===== config.mk =====
export PLATFORM = sky130hd
export DESIGN_NAME = lrudt_cell
export DESIGN_NICKNAME = d
export VERILOG_FILES = /design/src/rtl/lru_event_dedup_throttle_unit_macros.svh /design/src/rtl/lrudt_pkg.sv /design/src/rtl/lrudt_cell.sv
export SDC_FILE = /design/constraint.sdc
export NUM_CORES = 1
export LEC_CHECK = 0
export BUFFER_PORTS_ARGS = -buffer_cell sky130_fd_sc_hd__buf_2
export CAP_MARGIN = 30
export CORE_AREA = 4 4 335 337
export CTS_CLUSTER_SIZE = 30
export DETAILED_ROUTE_END_ITERATION = 8
export DIE_AREA = 0 0 339 341
export HOLD_SLACK_MARGIN = 0.1
export SYNTH_ARGS = -nofsm -noshare
export SYNTH_HDL_FRONTEND = slang
export SYNTH_SLANG_ARGS = --single-unit

===== constraint.sdc =====
create_clock -name clock -period 10 [get_ports clock]
set_clock_uncertainty 0.15 [all_clocks]
set_input_delay 0.5 -clock clock [delete_from_list [all_inputs] [get_ports clock]]
set_output_delay 0.5 -clock clock [all_outputs]
set_load 0.1 [all_outputs]

===== src/rtl/lru_event_dedup_throttle_unit_macros.svh =====
// Assertion macros shared by the RTL of the event dedup throttle unit.
// Every macro names its clock and reset and stays quiet while reset is high.
`ifndef LRU_EVENT_DEDUP_THROTTLE_UNIT_MACROS_SVH
`define LRU_EVENT_DEDUP_THROTTLE_UNIT_MACROS_SVH

// Check that an expression holds at every clock edge.
`define LRUDT_ASSERT_ALWAYS(label, clk, rst, expr, msg) \
   label: assert property (@(posedge clk) disable iff (rst) (expr)) \
      else $error(msg);

// Check that a consequent holds in the same cycle as its antecedent.
`define LRUDT_ASSERT_SAME(label, clk, rst, ante, cons, msg) \
   label: assert property (@(posedge clk) disable iff (rst) (ante) |-> (cons)) \
      else $error(msg);

// Check that a consequent holds in the cycle after its antecedent.
`define LRUDT_ASSERT_NEXT(label, clk, rst, ante, cons, msg) \
   label: assert property (@(posedge clk) disable iff (rst) (ante) |=> (cons)) \
      else $error(msg);

`endif


===== src/rtl/lrudt_pkg.sv =====
// ----------------------------------------------------------------------------
// lrudt_pkg
// Types and constants of the event dedup throttle unit: table entry layout,
// cell control bundle, sequencer states and register indexes.
// ----------------------------------------------------------------------------
package lrudt_pkg;

   localparam int FAMILY_W = 16;
   localparam int CODE_W   = 32;
   localparam int SITE_W   = 32;
   localparam int TIME_W   = 48;
   localparam int HITS_W   = 32;
   localparam int WINDOW_W = 32;
   localparam int LIMIT_W  = 16;
   localparam int CSR_IDX_W  = 8;
   localparam int CSR_DATA_W = 32;
   localparam int REQ_DATA_W = FAMILY_W + CODE_W + SITE_W + TIME_W;
   localparam int RSP_DATA_W = HITS_W;

   localparam logic [HITS_W-1:0]   HITS_MAX     = '1;
   localparam logic [WINDOW_W-1:0] WINDOW_RESET = 32'd30000;
   localparam logic [LIMIT_W-1:0]  LIMIT_RESET  = 16'd100;

   // Configuration register indexes
   localparam logic [CSR_IDX_W-1:0] REG_REPEAT_WINDOW = 8'd0;
   localparam logic [CSR_IDX_W-1:0] REG_BURST_LIMIT   = 8'd1;

   typedef struct packed {
      logic [SITE_W-1:0]   site;
      logic [CODE_W-1:0]   code;
      logic [FAMILY_W-1:0] family;
   } key_type;

   typedef struct packed {
      key_type             key;
      logic [HITS_W-1:0]   hits;
      logic [TIME_W-1:0]   last_time;
      logic [HITS_W-1:0]   at_last;
   } entry_type;

   // Broadcast from the sequencer to every cell
   typedef struct packed {
      logic    capture;   // latch tag compare result
      logic    update;    // apply move-to-front shift
      logic    hit_found; // some cell matched
      key_type key;
   } cell_ctl_type;

   typedef enum logic [1:0] {
      ST_IDLE,
      ST_PICK,
      ST_DECIDE
   } state_type;

endpackage


===== src/rtl/lrudt_cell.sv =====
// ----------------------------------------------------------------------------
// lrudt_cell
// One slot of the recency table. Compares its tag against the broadcast key,
// passes the hit seen flag and the selected entry toward the front, and takes
// its neighbor's entry on a move-to-front shift.
// ----------------------------------------------------------------------------
module lrudt_cell
   import lrudt_pkg::*;
(
   input  logic         clock,
   input  logic         reset,
   input  cell_ctl_type ctl,
   input  logic         up_valid,   // neighbor toward the front
   input  entry_type    up_entry,
   output logic         own_valid,
   output entry_type    own_entry,
   input  logic         seen_in,    // match at a later slot
   output logic         seen_out,
   input  entry_type    sel_in,     // matched entry from later slots
   output entry_type    sel_out,
   output logic         match_out
);

   logic      valid_ff, valid_in;
   logic      match_ff, match_in;
   entry_type entry_ff, entry_in;
   logic      tag_eq;
   logic      shift_here;

   // Compare stored tag with the incoming key
   assign tag_eq   = valid_ff && (entry_ff.key == ctl.key);

   // Slot moves when it lies at or before the hit, or on any miss
   assign seen_out   = seen_in | match_ff;
   assign shift_here = ctl.update && (!ctl.hit_found || seen_out);

   assign sel_out   = entry_type'(sel_in | (match_ff ? entry_ff : '0));
   assign own_valid = valid_ff;
   assign own_entry = entry_ff;
   assign match_out = match_ff;

   // Next state of the slot
   always_comb begin
      match_in = ctl.capture ? tag_eq : match_ff;
      valid_in = shift_here ? up_valid : valid_ff;
      entry_in = shift_here ? up_entry : entry_ff;
   end

   // Control flops
   always_ff @(posedge clock) begin
      if (reset) begin
         valid_ff <= 1'b0;
         match_ff <= 1'b0;
      end else begin
         valid_ff <= valid_in;
         match_ff <= match_in;
      end
   end

   // Slot payload
   always_ff @(posedge clock) begin
      entry_ff <= entry_in;
   end

endmodule


==> results.md, run 1 <==
- Leak: 8.11 nW
- Number of global-route vias before repair: 10,400
- Initial antenna violation count: 94
- Synthesized area per cell: 15.1 um^2
- First-pass GRT wire length: 107 mm
- Synth top area cells: edfxtp_1, a21o_1, xnor2_1
- DP Area: 14,400 um^2
- CTS resizes: 0
- Core Footprint: 109,000 um^2
- Residual DRC: 0
- Worst setup EP type: output pin
- Post-route cell area: 17,100 um^2
- Switching Share: 47.6%
- Die width: 339 um
- R2r endpoint: own_valid
- WS Path Type: flop to output pin
- Synth unique cells: 30
- Height of the die: 341 um
- Sw Pwr: 1.49 mW
- Mux cell area share after synthesis: 0.119%
- Bufs on Longest Clock Path: 2
- Syn nets: 1,026
- Top cells by count, synth: edfxtp_1, a21o_1, xnor2_1
- Post-Syn Instances: 555
- DR iter-0 viols: 515
- Ports: 858
- Final nets: 2,081
- Syn Std Cell Area: 8390 um^2
- Yosys top cell area share: 68.7%
- Routability cong.: 0.902
- Clk sinks: 194
- Total track usage: 14.3%
- Rel. slew slack: 30.4%
- Synth Area in Compound Gates: 19.2%
- FF-to-FF Start: match_out
- RSZ-0062 raised after global routing: false
- CTS root buf: clkbuf_16
- # rows: 121
- Final Setup Violations: 0
- Crit path to: sel_out[179]
- Ys flop type: edfxtp_1
- Max VDD drop: 0.000146 V
- Crit Path Max Fanout: 74
- FMAX: 231 MHz
- # Max-Cap Violations: 0
- Worst R2R Path Depth: 7
- Final wirelength: 85.4 mm
- Antenna-violating nets left: 0
- Clock power share: 26.6%
- Crit path from: match_out
- Internal power: 1.64 mW
- H-tree lvl count: 4
- Ys Warns: 0
- Post-synth EDFFs: 192
- Die Footprint: 116,000 um^2
- CP required: 9.35 ns
- Data arrival, critical path: 3.68 ns
- Async SR Flop Fraction: 0%
- CTS hold repair buffers: 194
- Dpl hpwl: 73.8 mm
- Post-synthesis xor/xnor area fraction: 5.43%
- Pwr Density: 183 nW/um^2
- GRT overflow: 0
- Yosys top cell by area: edfxtp_1
- Via density: 3.28
- Clock-pin slew on the worst setup and hold paths: 0.09 ns
- Clock tree from TritonCTS: built
- #FFs+latches synth: 194
- Largest family of logic cells by synthesized area: compound AO/OA/AOI/OAI gates
- Fin crit share: 43.3%
- Layout cells sized above 1: 55.6%
- Initial core utilization: 7.71%
- HP Class: primary input to flop
- Comb pwr share: 39.4%
- Status: completed
- Synth Area in Adders: 0%
- Port buffer count: 857
- Clock Latency Late Sink: 0.51 ns
- Synth Area in Simple Gates: 4.50%
- First-pass DRT Iterations: 5
- CTS Buf Count: 17
- Sum Neg Setup Slack: 0 ns
- Via Count: 10,100
- Synth-to-layout area growth: 104%
- Most common cell in the netlist: edfxtp_1
- Largest net degree at the start of global routing: 143
- Reg-to-reg slack, setup: 6.04 ns
- Final hold vios: 0
- Final Max Slew Viols: 0
- Fin crit period: 4.33 ns
- Critical Path Start Type: flop
- Flop pwr share: 34.1%
- Layout fillers: 12,200
- Routed length per instance: 27.9 um
- Post-CTS Setup Inserts: 0
- Slew @ Worst Pin: 1.04 ns
- Seq/Total Area, Yosys: 69.2%
## power groups by stage
stage | combinational, mW | sequential, mW | clock (mW)
2_1_floorplan | 0.390 | 1.53 | 0
5_1_grt | 1.27 | 1.08 | 0.910
3_5_place_dp | 1.17 | 1.09 | 0
3_3_place_gp | 1.16 | 1.09 | 0
6_report | 1.23 | 1.07 | 0.831
4_1_cts | 1.25 | 1.07 | 0.884
## registers in the layout (all words and copies together), names as in the netlist
signal     flops
own_entry    192
match_out      1
own_valid      1
## worst min path at each step
stage | start | slack (ns) | to | cells after the start
floorplan | reset | 0.42 | own_valid | 1
global placement | own_valid | 0.40 | own_valid | 2
detailed placement | own_valid | 0.40 | own_valid | 2
CTS | ctl[82] | 0.22 | match_out | 4
global route | ctl[82] | 0.26 | match_out | 4
finish | ctl[82] | 0.24 | match_out | 4
## cells by family after synthesis
group	Yosys count
DFF	194
xor gates and xnor gates	52
muxes	1
and+or+nand+nor	61
buffers and inverters	36
AOI/OAI and AO/OA	211
## layout by cell type, fill, tap and decap left out, types with 2 or more instances in the layout
cell	count
inv_6	3
edfxtp_1	192
clkbuf_16	17
nand4_1	13
nor2b_1	11
inv_2	2
o2111ai_1	7
o22ai_1	3
clkinvlp_4	4
nor4_1	6
diode_2	30
bufinv_16	4
dlygate4sd3_1	194
a221o_1	2
buf_4	4
a2111o_1	4
nor2_1	3
nand2_1	2
nand2b_1	20
xnor2_1	50
a21o_1	191
inv_8	3
buf_2	859
xor2_1	2
inv_1	11
## layout make-up
class	instances	area (um^2)	area share [%]
tap	1414	1770	10.3
timing repair buffer	1058	6290	36.8
sequential	194	5810	34.0
inverter	14	52.6	0.307
multi-input combinational	325	2460	14.4
antenna	30	75.1	0.439
clock buffer	17	425	2.49
clock inverter	15	219	1.28
## layer usage
layer	GRT usage, %	share of wire [%]
met1	15.3	37
met2	23.5	46
met3	9.06	14
met4	3.54	2.8
met5	0	0.45
## critical path, stage by stage (launching register included)
cell and delay (ns):
dfxtp_4 0.85, buf_4 0.83, buf_4 0.75, a21o_2 0.22
buf_2 0.41
## per-stage QoR
stage / cells / setup WS, ns / hold slack (ns) / power [mW] / util, %
5_1_grt: 3045 / 5.36 / 0.258 / 3.26 / 15.7
6_report: 3067 / 5.67 / 0.236 / 3.13 / 15.7
4_1_cts: 3037 / 5.50 / 0.221 / 3.20 / 15.6
3_3_place_gp: 2809 / 6.20 / 0.401 / 2.25 / 13.3
3_5_place_dp: 2811 / 6.13 / 0.398 / 2.25 / 13.3
2_1_floorplan: 555 / 2.86 / 0.422 / 1.92 / -
Power figures use the tool's default switching activity.
==> run 2, diff against run 1 <==
Clock period 10 ns to 4.2 ns, I/O delays scaled along.
==> run 2 against run 1 <==
  * Final cell count increased by 0.68%
  * Core utilization grew 0.087 points
  * Highest routed layer unchanged
  * Count of clock-buffer cells in the layout is the same
  * Hold slack lost 0.13 ns
  * Register-to-register slack worse by 4.5 ns
  * Clock power grew 110%
  * Combinational power rose by 140%
  * Die area did not move
  * Sequential power up 140%
  * Largest cell class unchanged
  * Cell area is 0.56% higher
  * Setup slack lost 4.2 ns
  * Wire length grew 16%
  * Critical endpoint is now match_out
==> results.md, run 2 (synthesis results as in run 1) <==
- Total track usage: 16.4%
- Critical Path Start Type: flop
- DR iter-0 viols: 793
- Final hold vios: 0
- Fin worst setup slack: 1.51 ns
- Final Setup Violations: 0
- Status: completed
- CTS root buf: clkbuf_16
- Final wirelength: 98.9 mm
- Fin Hold WS: 0.109 ns
- Clock tree from TritonCTS: built
- Fin crit share: 63.9%
- Largest net degree at the start of global routing: 79
- Post-layout total power: 7.29 mW
- Inst Count DP: 2,817
- Final nets: 2,088
- Most frequent cells in the layout: buf_2, dlygate4sd3_1, edfxtp_1, a21o_1, xnor2_1
- CP required: 4.44 ns
- Final Max Slew Viols: 0
- Residual DRC: 0
- Sum Neg Setup Slack: 0 ns
- Die width: 339 um
- Pwr Density: 424 nW/um^2
- Post-CTS Setup Inserts: 0
- FMAX: 372 MHz
- Port buffer count: 857
- Most common cell after layout, fill and taps aside: buf_2
- Die Footprint: 116,000 um^2
- FF-to-FF Start: own_entry[184]
- GRT overflow: 0
- Via Count: 10,500
- Crit Path Max Fanout: 3
- Dpl hpwl: 88.0 mm
- Layout fillers: 12,200
- Pre-CTS setup slack: 1.27 ns
- DP Area: 14,600 um^2
- First-pass GRT wire length: 121 mm
- Clk sinks: 194
- RSZ-0062 raised after global routing: false
- Leak: 8.14 nW
- Max reg flops: 192
- Slew @ Worst Pin: 0.921 ns
- Data arrival, critical path: 2.93 ns
- Routability cong.: 0.918
- Ports: 858
- Post-route cell area: 17,200 um^2
- Bufs on Longest Clock Path: 2
- # Max-Cap Violations: 0
- Rel. slew slack: 38.1%
- Non-Filler Instances: 3,088
- Crit path from: own_entry[184]
- Clock-pin slew on the worst setup and hold paths: 0.08 ns
- Clock Latency Late Sink: 0.47 ns
- CTS Buf Count: 17
- WS Path Type: flop to flop
- Initial core utilization: 7.71%
- Fin crit period: 2.69 ns
- First-pass DRT Iterations: 5
- Core Footprint: 109,000 um^2
- Worst setup EP type: flop
- Layout cells sized above 1: 55.7%
- Height of the die: 341 um
- Routed length per instance: 32.0 um
- Via density: 3.41
- Initial antenna violation count: 143
- Antenna-violating nets left: 0
- Worst hold path startpoint: ctl[50]
- Synth-to-layout area growth: 105%
- Max VDD drop: 0.000203 V
- H-tree lvl count: 4
- # rows: 121
- HP Class: primary input to flop
- Number of global-route vias before repair: 10,800
- Post-layout util: 15.8%
[run 2: layout make-up]
cell class                 count  area (um^2)  area share, %
antenna                       44          110          0.640
sequential                   194         5810           33.8
tap                         1414         1770           10.3
clock inverter                15          145          0.844
multi-input combinational    325         2480           14.4
timing repair buffer        1065         6410           37.3
clock buffer                  17          425           2.47
inverter                      14         52.6          0.306
[run 2: worst max-delay path: stages (launching register included)]
cell and delay [ns]:
edfxtp_1 0.56, xnor2_1 0.23, nand4_1 0.50, nor4_1 0.60, buf_2 0.25, nand4_1 0.10, o21ai_1 0.19
[run 2: final timing paths]
path              slack (ns)  depth (start not counted)   endpoint
setup / recovery        1.51                          6  match_out
setup reg to reg        1.51                          6  match_out
hold reg to reg         0.70                          5  match_out
hold / removal          0.11                          6  match_out
[run 2: power breakdown]
group / switching (mW) / internal [mW]
Combinational: 2.41 / 0.571
Clock: 0.875 / 0.836
Sequential: 0.277 / 2.32
[run 2: metal layers]
| layer | up-vias | wire length, um | GRT usage [%] |
|---|---|---|---|
| li1 | 4323 | - | - |
| met1 | 5039 | 34700 | 17.2 |
| met2 | 847 | 43900 | 26.0 |
| met3 | 235 | 16400 | 12.3 |
| met4 | 96 | 3290 | 4.41 |
| met5 | - | 631 | 0 |
[run 2: what timing repair did]
action | CTS | global route
endpoints found under the hold margin | 194 | 0
gates resized for setup | 0 | 0
hold buffers | 195 | 0
